<file path="src/hw/rtl/hhq_pkg.sv">
// Package for the heartbeat health qualifier.
// Holds the item structs, register indexes, operation codes and reset values.
// No dependencies.
package hhq_pkg;

  localparam int unsigned TIME_BITS = 48;
  localparam int unsigned CFG_IDX_BITS = 2;

  localparam logic [CFG_IDX_BITS-1:0] REG_ENABLED = 2'd0;
  localparam logic [CFG_IDX_BITS-1:0] REG_FRESH_TIMEOUT = 2'd1;
  localparam logic [CFG_IDX_BITS-1:0] REG_RECOVERY_HOLD = 2'd2;

  localparam logic OP_REPORT = 1'b0;
  localparam logic OP_QUERY = 1'b1;

  localparam longint unsigned FRESH_TIMEOUT_RESET = 64'd500000;
  localparam longint unsigned RECOVERY_HOLD_RESET = 64'd1000000;

  typedef struct packed {
    logic                 operation;
    logic                 healthy;
    logic [TIME_BITS-1:0] timestamp;
  } in_item_t;

  typedef struct packed {
    logic allowed;
    logic fresh;
  } out_item_t;

endpackage

</file>
<file path="src/hw/rtl/heartbeat_health_qualifier_unit.sv">
// Top level of the heartbeat health qualifier.
// Depends on hhq_pkg for item structs, register indexes and operation codes.
//
//   Port group  Direction  Handshake        Payload
//   in_         input      valid / ready    in_item_t
//   out_        output     valid / ready    out_item_t
//   cfg_        input      write enable     index, DURATION_BITS data
//
// An item is registered on acceptance and evaluated against the state in the next
// cycle; a query result is written to the output register when the item advances.
// One item is accepted every cycle unless a stalled query holds the input register
// while the output register is full and not taken. Reset is synchronous and clears
// the valid flags and qualifier state; a defined config write clears the state too.
module heartbeat_health_qualifier_unit
  import hhq_pkg::*;
#(
  parameter int unsigned DURATION_BITS = 32
) (
  input  logic                     clk,
  input  logic                     rst_n,
  input  logic                     in_valid,
  output logic                     in_ready,
  input  in_item_t                 in_data,
  output logic                     out_valid,
  input  logic                     out_ready,
  output out_item_t                out_data,
  input  logic                     cfg_we,
  input  logic [CFG_IDX_BITS-1:0]  cfg_index,
  input  logic [DURATION_BITS-1:0] cfg_data
);

  localparam logic [DURATION_BITS-1:0] FRESH_RST = DURATION_BITS'(FRESH_TIMEOUT_RESET);
  localparam logic [DURATION_BITS-1:0] HOLD_RST = DURATION_BITS'(RECOVERY_HOLD_RESET);

  logic                     enabled_r;
  logic [DURATION_BITS-1:0] fresh_timeout_r;
  logic [DURATION_BITS-1:0] recovery_hold_r;

  logic                 seen_r, seen_nxt;
  logic                 last_healthy_r, last_healthy_nxt;
  logic                 qualifying_r, qualifying_nxt;
  logic [TIME_BITS-1:0] last_time_r, last_time_nxt;
  logic [TIME_BITS-1:0] start_time_r, start_time_nxt;

  logic      item_valid_r;
  in_item_t  item_r;
  logic      out_valid_r;
  out_item_t out_data_r;

  logic                 is_query;
  logic                 item_advance;
  logic                 cfg_hit;
  logic [TIME_BITS-1:0] t;
  logic [TIME_BITS-1:0] age;
  logic [TIME_BITS-1:0] held;
  logic                 before_last;
  logic                 before_start;
  logic                 fresh_now;
  logic                 allowed_now;
  logic                 broken;

  assign is_query = item_r.operation == OP_QUERY;
  assign item_advance = item_valid_r && (!is_query || !out_valid_r || out_ready);
  assign in_ready = !item_valid_r || item_advance;
  assign cfg_hit = cfg_we && (cfg_index == REG_ENABLED || cfg_index == REG_FRESH_TIMEOUT ||
                              cfg_index == REG_RECOVERY_HOLD);

  assign t = item_r.timestamp;
  assign age = t - last_time_r;
  assign held = t - start_time_r;
  assign before_last = t < last_time_r;
  assign before_start = t < start_time_r;

  assign fresh_now = enabled_r && seen_r && last_healthy_r && !before_last &&
                     (age < TIME_BITS'(fresh_timeout_r));
  assign allowed_now = fresh_now && qualifying_r && !before_start &&
                       (held >= TIME_BITS'(recovery_hold_r));
  assign broken = !seen_r || !last_healthy_r || (age >= TIME_BITS'(fresh_timeout_r));

  always_comb begin
    seen_nxt = seen_r;
    last_healthy_nxt = last_healthy_r;
    qualifying_nxt = qualifying_r;
    last_time_nxt = last_time_r;
    start_time_nxt = start_time_r;
    if (is_query) begin
      if (!fresh_now) begin
        qualifying_nxt = 1'b0;
      end
    end else if (!enabled_r) begin
      last_healthy_nxt = 1'b0;
      qualifying_nxt = 1'b0;
    end else if (seen_r && before_last) begin
      last_healthy_nxt = 1'b0;
      qualifying_nxt = 1'b0;
      last_time_nxt = t;
    end else begin
      seen_nxt = 1'b1;
      last_healthy_nxt = item_r.healthy;
      last_time_nxt = t;
      if (!item_r.healthy) begin
        qualifying_nxt = 1'b0;
      end else if (broken || !qualifying_r) begin
        qualifying_nxt = 1'b1;
        start_time_nxt = t;
      end
    end
  end

  always_ff @(posedge clk) begin
    if (!rst_n) begin
      enabled_r <= 1'b0;
      fresh_timeout_r <= FRESH_RST;
      recovery_hold_r <= HOLD_RST;
    end else if (cfg_we) begin
      unique case (cfg_index)
        REG_ENABLED:       enabled_r <= cfg_data[0];
        REG_FRESH_TIMEOUT: fresh_timeout_r <= cfg_data;
        REG_RECOVERY_HOLD: recovery_hold_r <= cfg_data;
        default: ;
      endcase
    end
  end

  always_ff @(posedge clk) begin
    if (!rst_n || cfg_hit) begin
      seen_r <= 1'b0;
      last_healthy_r <= 1'b0;
      qualifying_r <= 1'b0;
      last_time_r <= '0;
      start_time_r <= '0;
    end else if (item_advance) begin
      seen_r <= seen_nxt;
      last_healthy_r <= last_healthy_nxt;
      qualifying_r <= qualifying_nxt;
      last_time_r <= last_time_nxt;
      start_time_r <= start_time_nxt;
    end
  end

  always_ff @(posedge clk) begin
    if (!rst_n) begin
      item_valid_r <= 1'b0;
      out_valid_r <= 1'b0;
    end else begin
      if (in_ready) begin
        item_valid_r <= in_valid;
      end
      if (item_advance && is_query) begin
        out_valid_r <= 1'b1;
      end else if (out_ready) begin
        out_valid_r <= 1'b0;
      end
    end
  end

  always_ff @(posedge clk) begin
    if (in_valid && in_ready) begin
      item_r <= in_data;
    end
    if (item_advance && is_query) begin
      out_data_r.allowed <= allowed_now;
      out_data_r.fresh <= fresh_now;
    end
  end

  assign out_valid = out_valid_r;
  assign out_data = out_data_r;

endmodule

</file>
<file path="config.mk">
export PLATFORM = sky130hd
export DESIGN_NAME = heartbeat_health_qualifier_unit
export DESIGN_NICKNAME = d
export VERILOG_FILES = /design/src/hw/rtl/hhq_pkg.sv /design/src/hw/rtl/heartbeat_health_qualifier_unit.sv
export SDC_FILE = /design/constraint.sdc
export NUM_CORES = 1
export LEC_CHECK = 0
export BUFFER_PORTS_ARGS = -buffer_cell sky130_fd_sc_hd__buf_2
export CAP_MARGIN = 20
export CORE_AREA = 2 2 191 193
export DETAILED_ROUTE_END_ITERATION = 7
export DIE_AREA = 0 0 193 195
export PLACE_DENSITY = 0.7
export SLEW_MARGIN = 20
export SYNTH_ARGS = -nofsm -noshare
export SYNTH_HDL_FRONTEND = slang
export SYNTH_SLANG_ARGS = --single-unit
</file>
<file path="constraint.sdc">
create_clock -name clk -period 10.3 [get_ports clk]
set_clock_uncertainty 0.05 [all_clocks]
set_input_delay 1.545 -clock clk [delete_from_list [all_inputs] [get_ports clk]]
set_output_delay 1.545 -clock clk [all_outputs]
set_load 0.01 [all_outputs]
</file>
# After elaboration in Yosys (flattened, before gate mapping)
# Cells that the tools add are included.
# word_totals
input_bits	89
out_inout_bits	4
word_cells	78
regBits	218
# op_classes
order_cmp	5
bitwise	2
eq_ne	4
addsub	2
mux	10
n_reduce_logical	40
# ops
cell	n
>= comparator 48 x 32 -> 1 bit	2
< comparator 48 bit	2
subtractor 48 bit	2
< comparator 48 x 32 -> 1 bit	1
logical AND 1 bit	12
two-way mux 1 bit	10
logical NOT 1 bit	9
logical OR 1 bit	9
AND reduction 2 bit	4
AND reduction 3 bit	2
AND reduction 6 bit	1
inequality test 5 x 2 -> 1 bit (second input constant)	1
AND reduction 4 bit	1
== test 2 x 1 -> 1 bit (second input constant)	1
== test 2 bit (second input constant)	1
logical NOT 2 bit	1
inequality test 2 bit (second input constant)	1
inverter 1 bit	2
nonzero test 2 bit	1

# Depth between registers and ports, before layout
# logic_depth
ltp_word	9
ltp_mapped	24
ltp_nobuf	22

# Least setup slack after synthesis
# OpenSTA, ideal clock, no wires.
# synth_timing
kind	input to register
from	input port out_ready
to	register item_r, in the netlist is_query (enable)
setup_ps	488
n_path_buf	0
cell_stages	2
t_arrival_ps	4163
required_ps	9762
path_slack_ps	5600
path_cell_list	nor2b_1 a31oi_1
# synth_via
elab_chain_cells	4
# synth_lines
element	line_no	source
start: declaration	heartbeat_health_qualifier_unit.sv:25	input logic out_ready,
logical OR 1 bit	heartbeat_health_qualifier_unit.sv:63	assign item_advance = item_valid_r && (!is_query || !out_valid_r || out_ready);
logical AND 1 bit	heartbeat_health_qualifier_unit.sv:63	
logical OR 1 bit	heartbeat_health_qualifier_unit.sv:64	assign in_ready = !item_valid_r || item_advance;
logical AND 1 bit	heartbeat_health_qualifier_unit.sv:158	if (in_valid && in_ready) begin
end signal: assignment	heartbeat_health_qualifier_unit.sv:159	item_r <= in_data;
end: declaration	heartbeat_health_qualifier_unit.sv:46	in_item_t item_r;
# Every way passes these cells.
# A chain may end at the register's enable or synchronous reset.

# Worst setup path in the final report
# layout_timing
from	register item_r, in the netlist t[0]
to	register start_time_r[9]
# layout_via
elab_chain_cells	5
word_cells_on_any_way	8
cone_classes	add/sub: 1; order compare: 2; bitwise: 1; reduce/logical: 4
# layout_lines
element	line_no	source
subtractor 48 bit	heartbeat_health_qualifier_unit.sv:69	assign age = t - last_time_r;
>= comparator 48 x 32 -> 1 bit	heartbeat_health_qualifier_unit.sv:78	assign broken = !seen_r || !last_healthy_r || (age >= TIME_BITS'(fresh_timeout_r));
logical OR 1 bit	heartbeat_health_qualifier_unit.sv:78	
logical OR 1 bit	heartbeat_health_qualifier_unit.sv:103	end else if (broken || !qualifying_r) begin
AND reduction 6 bit (no source line) (*)	-	
end signal: assignment	heartbeat_health_qualifier_unit.sv:137	start_time_r <= start_time_nxt;
end: declaration	heartbeat_health_qualifier_unit.sv:43	logic [TIME_BITS-1:0] start_time_r, start_time_nxt;
# Every way passes the cells marked *; elsewhere a longest branch is shown, timed or not.

==> results.md <==
- Post-Synth Simple-Gate Area: 0.2052
- Mapped Area: 0.01585 sq mm
- CP Max Fanout: 40
- Critical path arrival: roughly 6.3 ns
- Setup TNS: 0 ns
- Layout fillers: 3496
- PostCTS Resize Cnt: 0
- Final setup vio count: 0
- Initial antenna violation count: 0
- FMAX: 169.5 MHz
- DIE HEIGHT: 195 um
- Die W: 193 um
- Syn Inst Count: 2041
- Ant diodes: 0
- Drt total wl: 45780 um
- Root buf cell: clkbuf_16
- Leading area contributor after synthesis: dfxtp_1
- PwrDens: 128.6 mW/mm^2
- Final period utilization: 0.5729
- Top FF cell, synth: dfxtp_1
- # port buffers: 92
- Vias in the first global route: roughly 14000
- Req. time, crit path: 10.72 ns
- Worst-Margin Slew: 1.068 ns
- DR WL/cell: 17.89 um
- GPL Wtd Cong: approximately 0.97
- Seq/Total Area, Yosys: 0.3082
- Post-DRT Antenna Nets: 0
- CTS tree: yes
- Core area: 0.03540 sq mm
- DR vias: between 10000 and 15000
- VDD IR max: 0.1165 mV
- Slew Limit Fails: 0
- Area share of the largest cell type after synthesis: 0.2097
- Most frequent cells after synthesis: 431 x nand2_1, 191 x a21oi_1, 187 x inv_1
- Seq cells post-synth: 218
- Hold_buf cts: 0
- Row Count: a little under 70
- H-tree levels: 1
- WS Path Type: flip-flop to flip-flop
- Area delta synth->final: 9.845%
- Total GRT Usage: 0.2427
- Die footprint: 0.03764 sq mm
- Ports: just over 90
- Hold Slack: 0.4017 ns
- Syn_nets: 2292
- Largest family of logic cells by synthesized area: compound AO/OA/AOI/OAI gates
- Complex-gate fraction of the synthesized area: 0.2137
- Worst hold-check path type: flip-flop to flip-flop
- Clk pin slew, worst setup/hold paths: 0.06 ns
- Clock Latency Late Sink: 0.57 ns
- Detailed Place HPWL: 35610 um
- MaxCap Viol Count: 0
- Largest cells by area after synthesis: dfxtp_1 21%, ha_1 13%, nand2_1 10%
- DRT iter0 DRCs: 1270
- Largest net degree at the start of global routing: 97
- Synth unique cells: 79
- Multi-input logic area: 0.009916 sq mm
- EDFF count, synth: 52
- Num CTS Buffers: 26
- Via/cell ratio: 5.626
- Mux cell area share after synthesis: 0.03418
- Slew HR: 0.2852
- CTS Sinks: between 200 and 250
- Async SR Flop Fraction: 0
- Gr ovfl total: 0
- Register area: slightly below 0.005 sq mm
- Syn Area/Cell: a little under 8 sq um
- Synth Area in Adders: 0.1288
- Global-route wire length before repair: around 73000 um
- Core Util, Final: 0.4918
- Post-CTS Setup Bufs: 0
- Xor and xnor area share after synthesis: 0.04145
- Most common cell in the netlist: nand2_1
- RSZ-0062 raised after global routing: no
- DRC viols: 0
- Nature of the critical path startpoint: flip-flop
- Status: finished clean
- Min Clock Period, post-route: 5.901 ns
- Layout cells sized above 1: 0.07531
- Final nets: 2329
- Clk buf depth: 3
- Initial core utilization: 0.4478
- CP Capture Type: flip-flop
- Syn. warnings: 0
- Detailed-router iteration count before antenna repair: 5
- Hold Fails Final Rpt: 0
- Pleak: ~6.3 nW
critical path, stage by stage (launching register included):
cell and delay [ns]:
edfxtp_1 0.36, inv_1 0.07, ha_1 0.21, fa_1 0.42, nor2b_1 0.16, o22a_1 0.24
a21oi_2 0.12, o31ai_2 0.52, o21ai_1 0.23, xnor2_1 0.22, ha_1 0.33, nand4_1 0.15
nor2_1 0.21, nand2_1 0.09, a2111oi_0 0.46, nor4_1 0.09, o2111ai_1 0.09, a2111oi_0 0.09
and4_1 0.25, a21oi_4 0.42, buf_4 0.71, mux2i_1 0.26
worst paths after layout:
path                                              startpoint                      endpoint  slack, ns  cells after the start
worst max-delay path                          t[0]$_DFFE_PP_  start_time_r[9]$_SDFFE_PP0P_       4.40                     21
worst min-delay path            last_time_r[30]$_SDFFE_PP0P_  last_time_r[30]$_SDFFE_PP0P_       0.40                      2
worst max register to register                t[0]$_DFFE_PP_  start_time_r[9]$_SDFFE_PP0P_       4.40                     21
worst min register to register  last_time_r[30]$_SDFFE_PP0P_  last_time_r[30]$_SDFFE_PP0P_       0.40                      2
report_power, final:
| part | switching [W] | total [W] | internal, W |
|---|---|---|---|
| sequential | 0.0000234 | 0.000923 | 0.000900 |
| combinational | 0.000273 | 0.000440 | 0.000167 |
| clock | 0.000371 | 0.000876 | 0.000505 |
| total | 0.000667 | 0.00224 | 0.00157 |
cells in the final DEF (no fill, tap or decap), types with 4 or more instances in the layout:
master / netlist / final
dfxtp_1: 166 / 166
clkinv_1: 0 / 5
clkbuf_16: 0 / 26
buf_2: 18 / 91
edfxtp_1: 52 / 52
o21ai_0: 70 / 70
nor2_1: 87 / 85
nand3_1: 33 / 33
nor4_1: 10 / 10
nor4b_1: 4 / 4
nand4_1: 48 / 48
xor2_1: 35 / 35
mux2i_1: 53 / 53
ha_1: 160 / 160
or2_2: 4 / 4
o211ai_1: 32 / 32
a21o_1: 35 / 35
o21a_1: 14 / 14
a221oi_1: 5 / 5
and2_1: 13 / 12
and4_1: 10 / 10
nand2b_1: 13 / 13
a21oi_1: 191 / 191
o31ai_1: 10 / 10
a21boi_0: 55 / 55
o2111ai_1: 11 / 11
or3_1: 5 / 5
nand2_1: 431 / 430
a22oi_1: 9 / 9
o21ai_1: 11 / 11
nor3_1: 28 / 28
o21bai_1: 8 / 8
inv_1: 187 / 187
xnor2_1: 40 / 40
a31oi_1: 14 / 13
nor2b_1: 12 / 12
a211oi_1: 19 / 19
and3_1: 15 / 15
buf_4: 0 / 7
clkbuf_1: 67 / 7
layer usage:
metal,global-route usage,part of all wire,vias up
met2,0.3782,0.43,405
met3,0.02516,0.053,72
met5,0,0,-
li1,-,-,7223
met4,0.06397,0.024,0
met1,0.3561,0.49,6697
sequential cells by signal (all words and copies together), names as in the netlist, 2 cells and up:
signal / count
fresh_timeout_r: 32
t: 48
out_data: 2
last_time_r: 48
recovery_hold_r: 32
start_time_r: 48
per-stage QoR:
| step | cells | worst slack, ns | instance area, sq um | power, W |
|---|---|---|---|---|
| floorplan | 2041 | 5.600 | 15850 | 0.001244 |
| global placement | 2510 | 4.562 | 16580 | 0.001365 |
| detailed placement | 2511 | 4.429 | 16600 | 0.001374 |
| CTS | 2559 | 4.412 | 17410 | 0.002257 |
| global route | 2559 | 3.914 | 17410 | 0.002355 |
| finish | 2559 | 4.399 | 17410 | 0.002240 |
logic make-up (layout without fill, tap and decap cells):
logic type / count (synthesis) / after routing
DFF: 218 / 218
AOI/OAI and AO/OA: 527 / 527
xor gates and xnor gates: 75 / 75
buffers and inverters: 277 / 334
and+or+nand+nor: 728 / 728
adders and majority gates: 162 / 162
muxes: 54 / 54
layout make-up:
cell class,count,share of cell area
flip-flops and latches,218,0.2806
clock buffers,35,0.04046
well taps,461,0.03313
multi-input cells,1546,0.5696
repair buffers,99,0.02983
clock inverters,13,0.006109
inverters,187,0.04032
Note: power is estimated with default switching activity, not from simulation.
